==> src/rtl/core/dwc_pkg.sv <==
// Shared types and constants for the depthwise convolution block.
package dwc_pkg;

  localparam int DEF_MAX_ROWS     = 64;
  localparam int DEF_MAX_COLS     = 64;
  localparam int DEF_MAX_CHANNELS = 16;
  localparam int DEF_MAX_MULT     = 4;
  localparam int DEF_KERNEL_H     = 3;
  localparam int DEF_KERNEL_W     = 3;

  // Signed image coordinate width, wide enough for row*step + tap*spread.
  localparam int COORD_W = 13;
  localparam int SUM_W   = 35;
  localparam int CFG_AW  = 3;
  localparam int CFG_DW  = 7;
  localparam int QUEUE_DEPTH = 4;

  localparam logic [1:0] CMD_WEIGHT  = 2'd0;
  localparam logic [1:0] CMD_SAMPLE  = 2'd1;
  localparam logic [1:0] CMD_COMPUTE = 2'd2;

  localparam logic [CFG_AW-1:0] REG_IMAGE_HEIGHT = 3'd0;
  localparam logic [CFG_AW-1:0] REG_IMAGE_WIDTH  = 3'd1;
  localparam logic [CFG_AW-1:0] REG_STEP_ROWS    = 3'd2;
  localparam logic [CFG_AW-1:0] REG_STEP_COLS    = 3'd3;
  localparam logic [CFG_AW-1:0] REG_SPREAD_ROWS  = 3'd4;
  localparam logic [CFG_AW-1:0] REG_SPREAD_COLS  = 3'd5;
  localparam logic [CFG_AW-1:0] REG_PAD_TOP      = 3'd6;
  localparam logic [CFG_AW-1:0] REG_PAD_LEFT     = 3'd7;

  typedef struct packed {
    logic [1:0]         command;
    logic [5:0]         row;
    logic [5:0]         col;
    logic [3:0]         chan;
    logic [1:0]         mult;
    logic [1:0]         tap_row;
    logic [1:0]         tap_col;
    logic signed [15:0] sample;
  } in_item_t;

  typedef struct packed {
    logic signed [SUM_W-1:0] conv_sum;
    logic                    status;
  } out_item_t;

  // Effective configuration: sizes clamped, zero steps and spreads taken as one.
  typedef struct packed {
    logic [6:0] height;
    logic [6:0] width;
    logic [3:0] step_r;
    logic [3:0] step_c;
    logic [3:0] spread_r;
    logic [3:0] spread_c;
    logic [4:0] pad_top;
    logic [4:0] pad_left;
  } cfg_t;

  typedef enum logic [1:0] {
    OP_WR_WEIGHT = 2'd0,
    OP_WR_SAMPLE = 2'd1,
    OP_COMPUTE   = 2'd2,
    OP_REJECT    = 2'd3
  } op_t;

  typedef struct packed {
    op_t                op;
    logic [5:0]         row;
    logic [5:0]         col;
    logic [3:0]         chan;
    logic [1:0]         mult;
    logic [1:0]         tap_row;
    logic [1:0]         tap_col;
    logic signed [15:0] sample;
    logic [COORD_W-1:0] base_r;
    logic [COORD_W-1:0] base_c;
  } entry_t;

endpackage

==> src/rtl/core/dwc_queue.sv <==
// Short queue of classified operations between front and back ends.
module dwc_queue
  import dwc_pkg::*;
(
  input  logic   clk,
  input  logic   rst,
  input  logic   push,
  input  entry_t push_entry,
  input  logic   pop,
  output logic   full,
  output logic   not_empty,
  output entry_t head
);

  localparam int PW = $clog2(QUEUE_DEPTH);

  entry_t      slots [QUEUE_DEPTH];
  logic [PW-1:0] wr_ptr;
  logic [PW-1:0] rd_ptr;
  logic [PW:0]   count;

  assign full      = (count == (PW+1)'(QUEUE_DEPTH));
  assign not_empty = (count != '0);
  assign head      = slots[rd_ptr];

  always_ff @(posedge clk) begin
    if (push) slots[wr_ptr] <= push_entry;
  end

  always_ff @(posedge clk) begin
    if (rst) begin
      wr_ptr <= '0;
      rd_ptr <= '0;
      count  <= '0;
    end else begin
      if (push) wr_ptr <= wr_ptr + 1'b1;
      if (pop)  rd_ptr <= rd_ptr + 1'b1;
      if (push && !pop) count <= count + 1'b1;
      else if (pop && !push) count <= count - 1'b1;
    end
  end

endmodule

==> config.mk <==
export PLATFORM = sky130hd
export DESIGN_NAME = dwc_queue
export DESIGN_NICKNAME = d
export VERILOG_FILES = /design/src/rtl/core/dwc_pkg.sv /design/src/rtl/core/dwc_queue.sv
export SDC_FILE = /design/constraint.sdc
export NUM_CORES = 1
export LEC_CHECK = 0
export ABC_AREA = 1
export CORE_ASPECT_RATIO = 1.75
export CORE_MARGIN = 2
export CORE_UTILIZATION = 30
export CTS_CLUSTER_SIZE = 12
export DETAILED_ROUTE_END_ITERATION = 10
export DONT_BUFFER_PORTS = 1
export PLACE_DENSITY = 0.5
export SYNTH_ARGS = -nofsm -noshare
export SYNTH_HDL_FRONTEND = slang
export SYNTH_SLANG_ARGS = --single-unit
export TNS_END_PERCENT = 100
==> constraint.sdc <==
create_clock -name clk -period 2.15 [get_ports clk]
set_input_delay 0.215 -clock clk [delete_from_list [all_inputs] [get_ports clk]]
set_output_delay 0.215 -clock clk [all_outputs]
set_load 0.01 [all_outputs]
==> run_results.csv <==
group,metric,value,unit
timing,rsz0062_at_grt,"no",
finish,syn_to_final_growth,20.03,%
hold_path,min-delay-start,"push",
cts,numCtsBuffers,27,
critical_path,worstPathMaxFanout,20,
logic_synthesis,syn-instance-count,697,
drt,route.detailed.drc,0,
placed_design,dp_hpwl,15060,um
hold_path,hold_path_class,"in -> reg",
cts,clkTransAtPathRegs,0.06,ns
floorplanning,ioPinCount,138,
critical_path,cpLargestDelayFamily,"buffers and inverters",
critical_path,cp-end-kind,"output port",
timing,holdWs,0.04030,ns
logic_synthesis,yosysMostFrequentCell,"edfxtp_1",
logic_synthesis,ys.flop_type,"edfxtp_1",
power,ir_drop,0.0006129,V
critical_path,worst_setup_path_start_kind,"flip-flop",
logic_synthesis,synth_top_area_cell,"edfxtp_1",
drt,postRouteAntennaNets,0,
finish,fin_cells,1267,
critical_path,reg2reg_depth,5,
grt,grt_usage,0.1286,
critical_path,reg2reg_slack,0.46,ns
critical_path,max_stage_delay,0.39,ns
logic_synthesis,ys_ff_latch,273,
power,p_leak,4.153,nW
cts,h-tree-depth,1,
critical_path,slowest_stage,"dfxtp_4",
critical_path,rr_endpoint,"slots[2][33]$_DFFE_PP_",
cts,tritoncts,"built",
logic_synthesis,syn_area,10830,sq um
logic_synthesis,syn_area_per_cell,15.54,sq um
hold_path,whs_path_depth,3,
floorplanning,die_y,255.3,um
finish,nNetsFinal,859,
logic_synthesis,synth_area_leaders,"edfxtp_1 73%, o21ai_0 5.7%, o22ai_2 4.6%",
floorplanning,floorplan.core_area,35800,sq um
grt,grt_pass1_wl,36760,um
grt,grt_overflow,0,
critical_path,critical_path.most_common_cell,"buf_4",
logic_synthesis,synth_edf_count,264,
finish,drive_above_1_share,0.1985,
timing,slew_violations,0,
logic_synthesis,synth_seq_area_share,0.7487,
timing,fmax,490.1,MHz
floorplanning,die_x,147.6,um
outcome,status,"finished clean",
critical_path,critPathKind,"reg -> out",
flow_run,maxCapViolCount,0,
placed_design,port_buffers,0,
logic_synthesis,yosys-top-cells-count,"264 x edfxtp_1, 123 x o21ai_0, 93 x nor2_1",
drt,drt_iter0_markers,265,
logic_synthesis,async_flop_share,0,
grt,antenna_found_initial,3,
floorplanning,initial_core_util,0.3025,
cts,clock_path_buffers,3,
timing,skew,0.007973,ns
floorplanning,dieArea,37690,sq um
logic_synthesis,synth.net_count,773,
critical_path,r2r-start,"wr_ptr[0]$_SDFFE_PP0P_",
logic_synthesis,yosysWarnings,0,
critical_path,required,1.93,ns
cts,clk_latency,0.54,ns
logic_synthesis,synth_cell_types,26,
power,p_per_area,884.5,nW/um^2
critical_path,worstPathCellList,"inv_8, buf_4, nor2_1, o22ai_1, buf_4",
grt,grt_pass1_vias,6062,
critical_path,worst_ep_arrival_time,1.83,ns
timing,worst_pin_slew,0.4306,ns
timing,finalHoldViolations,0,
drt,first_pass_iters,4,
cts,clock-sinks,273,
cts,postCtsSetupBuffers,0,
logic_synthesis,synth_top_area_share,0.7321,
floorplanning,fp-row-count,92,
timing,tns,0,ns
drt,vias,5885,
drt,routed_wl,24650,um
grt,grt_max_degree,70,
drt,vias_per_cell,4.645,
critical_path,worst-path-buf-inv,3,
timing,max_slew_margin,0.7124,
placed_design,placed_cells,1155,
drt,avgRoutedWirePerCell,19.46,um
timing,fin_crit_sh,0.9491,
hold_path,hold_end,"count[0]$_SDFFE_PP0P_",
timing,setup_viol,0,
placed_design,gp_congestion,0.6924,
cts,root_buffer,"clkbuf_16",
timing,period_needed,2.041,ns
power by group:
group,switching [W],total (W),internal (W)
Combinational,0.000778,0.00117,0.000395
Sequential,0.0000657,0.00614,0.00608
Clock,0.00182,0.00418,0.00236
worst reg2reg max path: stages, from the launching register on:
cell,delay (ns)
dfxtp_1,0.36
inv_1,0.10
ha_1,0.20
nand2_1,0.10
clkinvlp_4,0.32
buf_12,0.30
through the flow:
stage / util / total power [W] / instance area [sq um] / setup slack [ns]
final: 0.3631 / 0.01150 / 13000 / 0.1095
after global routing: 0.3631 / 0.01195 / 13000 / 0.01068
after floorplan: - / 0.006989 / 10840 / 0.1144
after detailed placement: 0.3218 / 0.007307 / 11520 / 0.4718
after global placement: 0.3218 / 0.007290 / 11520 / 0.4581
after CTS: 0.3625 / 0.01170 / 12980 / 0.01466
repair_timing:
action                                 4_1_cts  5_1_grt
endpoints found under the hold margin      273        0
setup endpoints to repair                    9        4
hold buffers                                69        0
gates resized for setup                      3        4
cell type report:
cell class | count | area (sq um)
fill | 3403 | 22800
inverter | 17 | 86.33
tap | 470 | 588.1
clock buffer | 41 | 748.2
sequential | 273 | 8113
timing repair buffer | 99 | 1092
antenna | 1 | 2.502
multi-input combinational | 365 | 2361
clock inverter | 1 | 7.507
kinds of logic (layout without fill, tap and decap cells):
group / count (synthesis) / in the layout / synth area share
simple gates: 152 / 152 / 0.08226
fa+ha+maj: 6 / 6 / 0.007626
flops: 273 / 273 / 0.7487
xor+xnor: 1 / 1 / 0.0008089
compound gates: 206 / 206 / 0.1273
other cells: 0 / 1 / 0
buf+inv: 59 / 158 / 0.03328
routing by layer:
metal	up-vias	share of wire	global-route usage
li1	2774	-	-
met1	2947	0.36	0.1324
met2	122	0.58	0.2552
met3	38	0.042	0.02536
met4	4	0.021	0.03900
met5	-	0.00093	0
cells in the final DEF, fill, tap and decap left out, types with 12 or more instances in the layout:
cell type      Yosys  final
buf_4              1     14
clkbuf_1          22     12
clkbuf_16          0     27
dlygate4sd3_1      0     69
edfxtp_1         264    264
nor2_1            93     93
nor2_4            40     40
o21ai_0          123    123
o22ai_1           26     26
o22ai_2           40     40
worst max-delay path by stage:
stage	startpoint	endpoint	slack, ns	depth (start not counted)
final	flip-flop	head[41]	0.11	5
after global routing	flip-flop	head[41]	0.01	5
after CTS	flip-flop	head[62]	0.01	4
after detailed placement	wr_ptr[0]$_SDFFE_PP0P_	slots[2][33]$_DFFE_PP_	0.47	5
after global placement	wr_ptr[0]$_SDFFE_PP0P_	slots[2][33]$_DFFE_PP_	0.46	5
after floorplan	wr_ptr[0]$_SDFFE_PP0P_	slots[0][0]$_DFFE_PP_	0.11	4
sequential cells by signal, indices dropped and copies added, names as in the netlist, named ones only:
name / flops
count: 3
wr_ptr: 2
slots: 264
rd_ptr: 2
Power figures use the tool's default switching activity.
