<file path="config.mk">
export PLATFORM = sky130hd
export DESIGN_NAME = dwc_front_flat
export DESIGN_NICKNAME = d
export VERILOG_FILES = /design/src/rtl/core/dwc_pkg.sv /design/src/rtl/core/dwc_stream_if.sv /design/src/rtl/core/dwc_front.sv /design/src/flat_wrapper.sv
export SDC_FILE = /design/constraint.sdc
export NUM_CORES = 1
export LEC_CHECK = 0
export BUFFER_PORTS_ARGS = -buffer_cell sky130_fd_sc_hd__buf_4
export CORE_MARGIN = 2
export CORE_UTILIZATION = 27
export DETAILED_ROUTE_END_ITERATION = 10
export PLACE_DENSITY = 0.84
export SYNTH_ARGS = -nofsm -noshare
export SYNTH_HDL_FRONTEND = slang
export SYNTH_SLANG_ARGS = --single-unit
</file>
<file path="constraint.sdc">
create_clock -name vclk -period 1
set_input_delay 0.15 -clock vclk [all_inputs]
set_output_delay 0.15 -clock vclk [all_outputs]
set_load 0.1 [all_outputs]
</file>
<file path="src/rtl/core/dwc_pkg.sv">
// Shared types and constants for the depthwise convolution block.
package dwc_pkg;

  localparam int DEF_MAX_ROWS     = 64;
  localparam int DEF_MAX_COLS     = 64;
  localparam int DEF_MAX_CHANNELS = 16;
  localparam int DEF_MAX_MULT     = 4;
  localparam int DEF_KERNEL_H     = 3;
  localparam int DEF_KERNEL_W     = 3;

  // Signed image coordinate width, wide enough for row*step + tap*spread.
  localparam int COORD_W = 13;
  localparam int SUM_W   = 35;
  localparam int CFG_AW  = 3;
  localparam int CFG_DW  = 7;
  localparam int QUEUE_DEPTH = 4;

  localparam logic [1:0] CMD_WEIGHT  = 2'd0;
  localparam logic [1:0] CMD_SAMPLE  = 2'd1;
  localparam logic [1:0] CMD_COMPUTE = 2'd2;

  localparam logic [CFG_AW-1:0] REG_IMAGE_HEIGHT = 3'd0;
  localparam logic [CFG_AW-1:0] REG_IMAGE_WIDTH  = 3'd1;
  localparam logic [CFG_AW-1:0] REG_STEP_ROWS    = 3'd2;
  localparam logic [CFG_AW-1:0] REG_STEP_COLS    = 3'd3;
  localparam logic [CFG_AW-1:0] REG_SPREAD_ROWS  = 3'd4;
  localparam logic [CFG_AW-1:0] REG_SPREAD_COLS  = 3'd5;
  localparam logic [CFG_AW-1:0] REG_PAD_TOP      = 3'd6;
  localparam logic [CFG_AW-1:0] REG_PAD_LEFT     = 3'd7;

  typedef struct packed {
    logic [1:0]         command;
    logic [5:0]         row;
    logic [5:0]         col;
    logic [3:0]         chan;
    logic [1:0]         mult;
    logic [1:0]         tap_row;
    logic [1:0]         tap_col;
    logic signed [15:0] sample;
  } in_item_t;

  typedef struct packed {
    logic signed [SUM_W-1:0] conv_sum;
    logic                    status;
  } out_item_t;

  // Effective configuration: sizes clamped, zero steps and spreads taken as one.
  typedef struct packed {
    logic [6:0] height;
    logic [6:0] width;
    logic [3:0] step_r;
    logic [3:0] step_c;
    logic [3:0] spread_r;
    logic [3:0] spread_c;
    logic [4:0] pad_top;
    logic [4:0] pad_left;
  } cfg_t;

  typedef enum logic [1:0] {
    OP_WR_WEIGHT = 2'd0,
    OP_WR_SAMPLE = 2'd1,
    OP_COMPUTE   = 2'd2,
    OP_REJECT    = 2'd3
  } op_t;

  typedef struct packed {
    op_t                op;
    logic [5:0]         row;
    logic [5:0]         col;
    logic [3:0]         chan;
    logic [1:0]         mult;
    logic [1:0]         tap_row;
    logic [1:0]         tap_col;
    logic signed [15:0] sample;
    logic [COORD_W-1:0] base_r;
    logic [COORD_W-1:0] base_c;
  } entry_t;

endpackage

</file>
<file path="src/rtl/core/dwc_stream_if.sv">
// Valid/ready stream channel carrying one payload per transaction.
interface dwc_stream_if #(parameter type T = logic);
  logic valid;
  logic ready;
  T     data;
  modport source (output valid, output data, input ready);
  modport sink (input valid, input data, output ready);
endinterface

</file>
<file path="src/rtl/core/dwc_front.sv">
// Front end: accepts items, drops ignored ones and classifies the rest.
module dwc_front
  import dwc_pkg::*;
#(
  parameter int MAX_ROWS     = DEF_MAX_ROWS,
  parameter int MAX_COLS     = DEF_MAX_COLS,
  parameter int MAX_CHANNELS = DEF_MAX_CHANNELS,
  parameter int MAX_MULT     = DEF_MAX_MULT,
  parameter int KERNEL_H     = DEF_KERNEL_H,
  parameter int KERNEL_W     = DEF_KERNEL_W
) (
  dwc_stream_if.sink in_ch,
  input  cfg_t       cfg,
  input  logic       q_full,
  output logic       push,
  output entry_t     push_entry
);

  in_item_t    it;
  logic [10:0] span_r;
  logic [10:0] span_c;
  logic        keep;
  logic        bad;

  assign it = in_ch.data;
  assign in_ch.ready = !q_full;

  always_comb begin
    span_r = 11'(it.row) * 11'(cfg.step_r);
    span_c = 11'(it.col) * 11'(cfg.step_c);
    // row < ceil(h/step) is the same as row*step < h.
    bad = (span_r >= 11'(cfg.height)) || (span_c >= 11'(cfg.width)) ||
          (int'(it.chan) >= MAX_CHANNELS) || (int'(it.mult) >= MAX_MULT);

    push_entry.row     = it.row;
    push_entry.col     = it.col;
    push_entry.chan    = it.chan;
    push_entry.mult    = it.mult;
    push_entry.tap_row = it.tap_row;
    push_entry.tap_col = it.tap_col;
    push_entry.sample  = it.sample;
    push_entry.base_r  = COORD_W'(span_r) - COORD_W'(cfg.pad_top);
    push_entry.base_c  = COORD_W'(span_c) - COORD_W'(cfg.pad_left);
    push_entry.op      = OP_REJECT;
    keep = 1'b0;
    case (it.command)
      CMD_WEIGHT: begin
        push_entry.op = OP_WR_WEIGHT;
        keep = (int'(it.tap_row) < KERNEL_H) && (int'(it.tap_col) < KERNEL_W) &&
               (int'(it.chan) < MAX_CHANNELS) && (int'(it.mult) < MAX_MULT);
      end
      CMD_SAMPLE: begin
        push_entry.op = OP_WR_SAMPLE;
        keep = (int'(it.row) < MAX_ROWS) && (int'(it.col) < MAX_COLS) &&
               (int'(it.chan) < MAX_CHANNELS);
      end
      CMD_COMPUTE: begin
        push_entry.op = bad ? OP_REJECT : OP_COMPUTE;
        keep = 1'b1;
      end
      default: keep = 1'b0;
    endcase
    push = in_ch.valid && !q_full && keep;
  end

endmodule

</file>
<file path="src/flat_wrapper.sv">
// flat-port wrapper written by rule: the top's interface ports become plain ports
module dwc_front_flat import dwc_pkg::*;
#(
  parameter int MAX_ROWS     = DEF_MAX_ROWS,
  parameter int MAX_COLS     = DEF_MAX_COLS,
  parameter int MAX_CHANNELS = DEF_MAX_CHANNELS,
  parameter int MAX_MULT     = DEF_MAX_MULT,
  parameter int KERNEL_H     = DEF_KERNEL_H,
  parameter int KERNEL_W     = DEF_KERNEL_W
)
  (cfg, q_full, push, push_entry, in_ch_valid, in_ch_data, in_ch_ready);
  dwc_stream_if in_ch_i ();
  input  cfg_t cfg;
  input  logic q_full;
  output logic push;
  output entry_t push_entry;
  input wire logic [$bits(in_ch_i.valid)-1:0] in_ch_valid;
  input wire logic [$bits(in_ch_i.data)-1:0] in_ch_data;
  output wire logic [$bits(in_ch_i.ready)-1:0] in_ch_ready;
  assign in_ch_i.valid = in_ch_valid;
  assign in_ch_i.data = in_ch_data;
  assign in_ch_ready = in_ch_i.ready;
  dwc_front #(.MAX_ROWS(MAX_ROWS), .MAX_COLS(MAX_COLS), .MAX_CHANNELS(MAX_CHANNELS), .MAX_MULT(MAX_MULT), .KERNEL_H(KERNEL_H), .KERNEL_W(KERNEL_W)) u_core (.in_ch(in_ch_i), .cfg(cfg), .q_full(q_full), .push(push), .push_entry(push_entry));
endmodule
</file>
==> flow_summary.toml, run 1 <==
[power_and_ir_drop]
p_per_area_nw_per_um2 = 1100
leakage_nw = 0.663
power_mw = 1.48
ir_drop_mv = 1.17

[placement]
post-place-ws_ns = -0.346
port_buffers = 40
hpwl_um = 974
placedInstanceArea_um2 = 986
gp_congestion = 0.567
dp_cells = 138

[routing]
routed_via_density = 3.29
drtIter0Drc = 0
vias = 461
drt_wl_total_mm = 1.49
firstDrtPassIters = 1
drcViolationCount = 0
ant_nets = 0
post_drt_wl_per_cell_um = 10.6

[floorplanning]
die_width_um = 50.6
die-area_um2 = 2560
core_area_um2 = 2000
ios = 111
num_rows = 16
die_h_um = 50.6
start_util_pct = 29.3

[critical_path]
cp_data_arrival_time_ns = 1.05
worst-path-buf-inv = 3
cp-end-kind = "output port"
path_max_fanout = 3
cp_top_family = "buffers and inverters"
crit_required_ns = 0.85
max_stage_delay_ns = 0.27
slowest_stage = "nor3b_4"
critical_path.cell_chain = "buf_12, inv_8, ha_4, nor3b_4, xnor2_4, buf_12"
critPathLaunchType = "input port"
crit_top_cell = "buf_12"
worstSetupPathType = "input port to output port"

[finish]
antenna_cells = 0
postLayoutCellArea_um2 = 1350
drive_gt1_share_pct = 62.8
area_growth_pct = 129
nClkBuffers = 0
final_nets = 160
fillers = 162
layout.cells.non_filler = 140
design.seq.count = 0
regArea_um2 = 0

[synth]
yosysWarnings = 0
ys_types = 10
synthSimpleGateAreaFrac_pct = 11.3
seq_area_frac_synth_pct = 0
synthAdderAreaFrac_pct = 4.26
synthXorXnorAreaFrac_pct = 8.96
avgSynthCellArea_um2 = 7.43
synthMuxAreaShare_pct = 0
synth_compound_area_share_pct = 0
netlist_area_um2 = 587
syn_inst = 79
synth_top_family_by_area = "buffers and inverters"

[sta]
rsz0062_at_grt = "true"
finalHoldViolCount = 0
final-max-slew-violation-count = 0
fmax_ghz = 0.835
fin_crit_sh_pct = 120
finalWorstPathRequiredPeriod_ns = 1.20
fin_ws_ns = -0.198
finalSetupViolations = 22

[run_status]
violations = "negative setup slack"
outcome = "complete, but fails checks"

[min_path]
holdCritPathClass = "input port to output port"

[grt]
grt-ovfl-total = 0
grt_first_pass_wirelength_mm = 1.90
grt_max_degree = 9
grt_usage_pct = 9.48
antenna_found_initial = 0
grt_pass1_vias = 400

[job]
maxCapViolations = 0
[cell usage after synthesis]
| cell type | instances | area (µm²) |
|---|---|---|
| xnor2_1 | 6 | 52.6 |
| conb_1 | 1 | 3.75 |
| nor3b_2 | 2 | 25.0 |
| nor2b_1 | 1 | 6.26 |
| nor2_1 | 2 | 7.51 |
| nand2_1 | 2 | 7.51 |
| inv_1 | 5 | 18.8 |
| nor3_2 | 2 | 20.0 |
| ha_1 | 2 | 25.0 |
| buf_4 | 56 | 420 |
[final timing paths]
check	cells past startpoint	slack [ns]	start	end
max	6	-0.20	cfg[0]	push_entry[4]
min	0	0.30	in_ch_data	push_entry[26]
[where the power goes]
group / switching, mW / leakage, nW / total, mW / internal, mW
Combinational: 1.15 / 0.663 / 1.48 / 0.323
Sequential: 0 / 0 / 0 / 0
Clock: 0 / 0 / 0 / 0
Total: 1.15 / 0.663 / 1.48 / 0.323
[metal layers]
layer | part of all wire (%) | global-route usage (%) | wire length (µm)
met2 | 63 | 22.1 | 933
met5 | 0 | 0 | 0
met1 | 25 | 8.60 | 368
met4 | 1.1 | 0.901 | 16
met3 | 11 | 0.595 | 170
[area by class of cell]
class	instances	area, µm²	share of cell area, %
repair buffers	52	759	56.5
multi-input cells	56	493	36.7
inverters	5	58.8	4.37
well taps	27	33.8	2.51
[kinds of logic after synthesis]
logic type | Yosys count
XOR/XNOR | 6
other | 1
buffers and inverters | 61
adder cells (fa/ha/maj) | 2
AND/OR/NAND/NOR | 9
[stage by stage]
stage	util [%]	TNS, ns	hold WS (ns)
6_report	67.2	-1.93	0.300
5_1_grt	67.2	-2.69	0.300
4_1_cts	62.3	-1.39	0.302
3_5_place_dp	49.3	-4.98	0.302
3_3_place_gp	49.3	-4.84	0.302
2_1_floorplan	-	-2.87	0.401
[placed cells by master, fill, tap and decap left out, types with 2 or more instances in the layout]
master    n
buf_12   28
nor2_1    2
nor3b_4   2
buf_4    19
xnor2_4   6
conb_1   39
inv_12    2
ha_4      2
nor3_4    2
buf_6     5
nand2_8   2
inv_8     2
[repair_timing]
action                                  CTS  global route
gates resized for setup                  61            23
endpoints found under the setup margin   23            22
pin swaps                                 6             5
buffers inserted                          2             1
hold buffers                              0             0
Power figures use the tool's default switching activity.
==> run 2, diff against run 1 <==
--- a/config.mk
+++ b/config.mk
@@ -10,6 +10,7 @@
 export CORE_UTILIZATION = 27
 export DETAILED_ROUTE_END_ITERATION = 10
 export PLACE_DENSITY = 0.84
+export SETUP_SLACK_MARGIN = 0.5
 export SYNTH_ARGS = -nofsm -noshare
 export SYNTH_HDL_FRONTEND = slang
 export SYNTH_SLANG_ARGS = --single-unit
==> run 2 against run 1 <==
  * The run still ends with negative setup slack left
  * Utilization grew 5.9 points
  * Power grew 4.8%
  * Cell area is 8.8% higher
  * Die area unchanged
  * Critical path depth unchanged
  * Cell count up 2.9%
  * Via count increased by 4.6%
  * First-iteration DRC count unchanged
  * Count of clock-buffer cells in the layout stayed put
  * Critical path type unchanged
  * Largest cell class unchanged
  * Largest power group unchanged
==> flow_summary.toml, run 2 (synthesized netlist as in run 1, its figures left out) <==
[power_and_ir_drop]
p_per_area_nw_per_um2 = 1060
leakage_nw = 0.707
ir_drop_mv = 0.854

[floorplanning]
die-area_um2 = 2560
ios = 111
start_util_pct = 29.3
die_width_um = 50.6
num_rows = 16
core_area_um2 = 2000
die_h_um = 50.6

[finish]
final_nets = 164
fillers = 136
final_cell_mix = "39 x conb_1, 33 x buf_12, 14 x buf_4, 7 x buf_6, 6 x xnor2_4"
design.seq.count = 0
final_common_cell = "conb_1"
area_growth_pct = 149
nClkBuffers = 0
regArea_um2 = 0
postLayoutCellArea_um2 = 1460
multi_input_area_um2 = 493
drive_gt1_share_pct = 65.0
antenna_cells = 0

[grt]
antenna_found_initial = 0
grt_first_pass_wirelength_mm = 1.99
grt_pass1_vias = 429
grt_max_degree = 9
grt_usage_pct = 9.91
grt-ovfl-total = 0

[placement]
hpwl_um = 977
gp_congestion = 0.616
placedInstanceArea_um2 = 985
port_buffers = 40

[routing]
vias = 482
routed_via_density = 3.35
drcViolationCount = 0
drtIter0Drc = 0
drt_wl_total_mm = 1.39
ant_nets = 0
post_drt_wl_per_cell_um = 9.67
firstDrtPassIters = 1

[sta]
fmax_ghz = 0.836
rsz0062_at_grt = "true"
final-max-slew-violation-count = 0
finalWorstPathRequiredPeriod_ns = 1.20
finalHoldViolCount = 0
fin_crit_sh_pct = 120
fin_ws_ns = -0.196
hold_ws_ns = 0.300
finalSetupViolations = 22

[critical_path]
critPathLaunchType = "input port"
worstSetupPathType = "input port to output port"
crit_top_cell = "buf_12"
cp-end-kind = "output port"
crit_required_ns = 0.85
path_max_fanout = 2
cp_data_arrival_time_ns = 1.05
worst-path-buf-inv = 3
max_stage_delay_ns = 0.26
slowest_stage = "nor3b_4"
cp_top_family = "buffers and inverters"
critical_path.cell_chain = "buf_12, inv_12, ha_4, nor3b_4, xnor2_4, buf_12"

[min_path]
holdCritPathClass = "input port to output port"

[run_status]
violations = "negative setup slack"
outcome = "complete, but fails checks"

[job]
maxCapViolations = 0
## run 2: changes by cell type in the layout (fill, tap and decap cells not counted)
cell        change
clkinvlp_4      +1
buf_6           +2
inv_1           -1
buf_12          +5
buf_4           -5
buf_8           +2
## run 2: metal layers
layer / up-vias / global-route usage [%] / share of wire, %
met2: 45 / 23.5 / 66
li1: 219 / - / -
met4: 0 / 0.450 / 0.57
met3: 2 / 0.595 / 12
met1: 216 / 8.96 / 22
met5: - / 0 / 0
## run 2: per-stage QoR
stage	total power, mW	TNS (ns)	std cells	util (%)	setup slack [ns]
global route	1.58	-2.50	144	73.1	-0.218
global placement	1.33	-5.02	139	49.2	-0.323
finish	1.55	-1.77	144	73.1	-0.196
floorplan	1.34	-2.87	117	-	-0.241
CTS	1.52	-1.77	142	68.8	-0.184
detailed placement	1.33	-5.24	139	49.2	-0.337
## run 2: repair_timing
item / CTS / global route
hold buffers: 0 / 0
setup endpoints to repair: 28 / 28
pin swaps: 8 / 4
buffers inserted: 3 / 2
hold endpoints to repair: 0 / 0
gates resized for setup: 90 / 17
## run 2: power by group
group	total, mW	internal, mW	switching [mW]
registers	0	0	0
clock network	0	0	0
logic	1.55	0.385	1.16
## run 2: worst paths after layout
path | startpoint | cells after the start | slack, ns | to
worst min-delay path | in_ch_data | 0 | 0.30 | push_entry[26]
worst max-delay path | cfg[6] | 6 | -0.20 | push_entry[17]
## run 2: cell type report
type	instances	area share (%)
inverters	5	4.27
repair buffers	56	59.7
multi-input cells	56	33.7
well taps	27	2.31
==> run 3, diff against run 2 <==
--- a/config.mk
+++ b/config.mk
@@ -6,10 +6,12 @@
 export NUM_CORES = 1
 export LEC_CHECK = 0
 export BUFFER_PORTS_ARGS = -buffer_cell sky130_fd_sc_hd__buf_4
+export CELL_PAD_IN_SITES_DETAIL_PLACEMENT = 1
+export CELL_PAD_IN_SITES_GLOBAL_PLACEMENT = 1
 export CORE_MARGIN = 2
-export CORE_UTILIZATION = 27
+export CORE_UTILIZATION = 15
 export DETAILED_ROUTE_END_ITERATION = 10
-export PLACE_DENSITY = 0.84
+export PLACE_DENSITY_LB_ADDON = 0.1
 export SETUP_SLACK_MARGIN = 0.5
 export SYNTH_ARGS = -nofsm -noshare
 export SYNTH_HDL_FRONTEND = slang
==> run 3 against run 2 <==
  * The flow still finishes with violations (negative setup slack)
  * Sequential share of layout area unchanged
  * Non-clock buffer count did not move
  * First-iteration DRC count rose by 1
  * Cell area grew 2.8%
  * Critical endpoint is now push_entry[18]
  * Largest cell class unchanged
  * Largest power group unchanged
==> flow_summary.toml, run 3 (synthesized netlist as in run 1, its figures left out) <==
[placement]
port_buffers = 40
hpwl_mm = 1.15
gp_congestion = 0.566
dp_cells = 160

[critical_path]
cp_data_arrival_time_ns = 1.07
path_max_fanout = 8
critPathLaunchType = "input port"
worstSetupPathType = "input port to output port"
cp-end-kind = "output port"
crit_required_ns = 0.85

[floorplanning]
die-area_um2 = 4430
ios = 111
num_rows = 22
start_util_pct = 15.8
core_area_um2 = 3720
die_width_um = 66.5
die_h_um = 66.5

[sta]
final-max-slew-violation-count = 0
hold_ws_ns = 0.301
finalWorstPathRequiredPeriod_ns = 1.22
fin_ws_ns = -0.217
finalHoldViolCount = 0
rsz0062_at_grt = "true"
fmax_ghz = 0.821
fin_crit_sh_pct = 122
finalSetupViolations = 22

[power_and_ir_drop]
ir_drop_mv = 0.443
leakage_nw = 0.706
power_mw = 1.56
p_per_area_nw_per_um2 = 1040

[routing]
ant_nets = 0
post_drt_wl_per_cell_um = 9.00
vias = 476
drtIter0Drc = 1
drt_wl_total_mm = 1.49
routed_via_density = 2.88
firstDrtPassIters = 2
drcViolationCount = 0

[min_path]
hold_path.startpoint = "in_ch_data"
hold_depth = 0
whs_endpoint = "push_entry[26]"
holdCritPathClass = "input port to output port"

[finish]
design.seq.count = 0
regArea_um2 = 0
drive_gt1_share_pct = 65.8
layout.cells.non_filler = 165
multi_input_area_um2 = 500
final_common_cell = "conb_1"
final_util_pct = 40.5
final_nets = 164
nClkBuffers = 0
antenna_cells = 0
area_growth_pct = 157
final_cell_mix = "39 x conb_1, 32 x buf_12, 11 x buf_4, 11 x buf_6, 6 x xnor2_4"
fillers = 406

[run_status]
violations = "negative setup slack"
outcome = "complete, but fails checks"

[grt]
grt_pass1_vias = 437
grt-ovfl-total = 0
grt_first_pass_wirelength_mm = 2.23
antenna_found_initial = 0
grt_usage_pct = 6.44
grt_max_degree = 9

[clock_tree]
postCtsHoldBufs = 0

[job]
maxCapViolations = 0
run 3: cell count changes in the layout (fill, tap and decap cells not counted), sizes merged:
| cell | previous run | this run |
|---|---|---|
| clkinv | 0 | 1 |
| inv | 4 | 3 |
run 3: worst max-delay path by stage:
stage | end | start
3_5_place_dp | push_entry[17] | cfg[6]
3_3_place_gp | push_entry[17] | cfg[6]
5_1_grt | push_entry[16] | cfg[5]
6_report | push_entry[18] | cfg[5]
2_1_floorplan | push_entry[17] | cfg[6]
4_1_cts | push_entry[18] | cfg[5]
run 3: layout make-up:
class / instances / share of cell area (%)
well taps: 48 / 3.99
multi-input cells: 56 / 33.3
repair buffers: 56 / 58.3
inverters: 5 / 4.49
run 3: where the power goes:
part | switching (mW) | leakage, nW | internal, mW
clock | 0 | 0 | 0
combinational | 1.17 | 0.706 | 0.391
sequential | 0 | 0 | 0
run 3: what timing repair did:
| item | in CTS | in global routing |
|---|---|---|
| endpoints found under the setup margin | 28 | 28 |
| pin swaps | 5 | 8 |
| setup buffers | 2 | 3 |
| gates resized for setup | 96 | 12 |
run 3: worst max-delay path, stage by stage:
cell     delay [ns]
buf_12         0.11
buf_12         0.11
nor3_4         0.24
buf_6          0.15
nand2_8        0.09
buf_6          0.20
run 3: layer usage:
layer | share of wire, % | GRT usage [%] | wire length, µm | up-vias
li1 | - | - | - | 219
met1 | 24 | 6.40 | 354 | 216
met2 | 66 | 14.4 | 984 | 41
met3 | 9.8 | 0.845 | 145 | 0
met4 | 0 | 0 | 0 | 0
met5 | 0 | 0 | 0 | -
run 3: per-stage QoR:
step / cell area [µm²] / worst slack, ns / TNS (ns)
global route: 1510 / -0.250 / -4.46
finish: 1510 / -0.217 / -3.68
CTS: 1430 / -0.287 / -4.29
floorplan: 1160 / -0.241 / -2.87
global placement: 1020 / -0.330 / -6.42
detailed placement: 1020 / -0.346 / -6.67
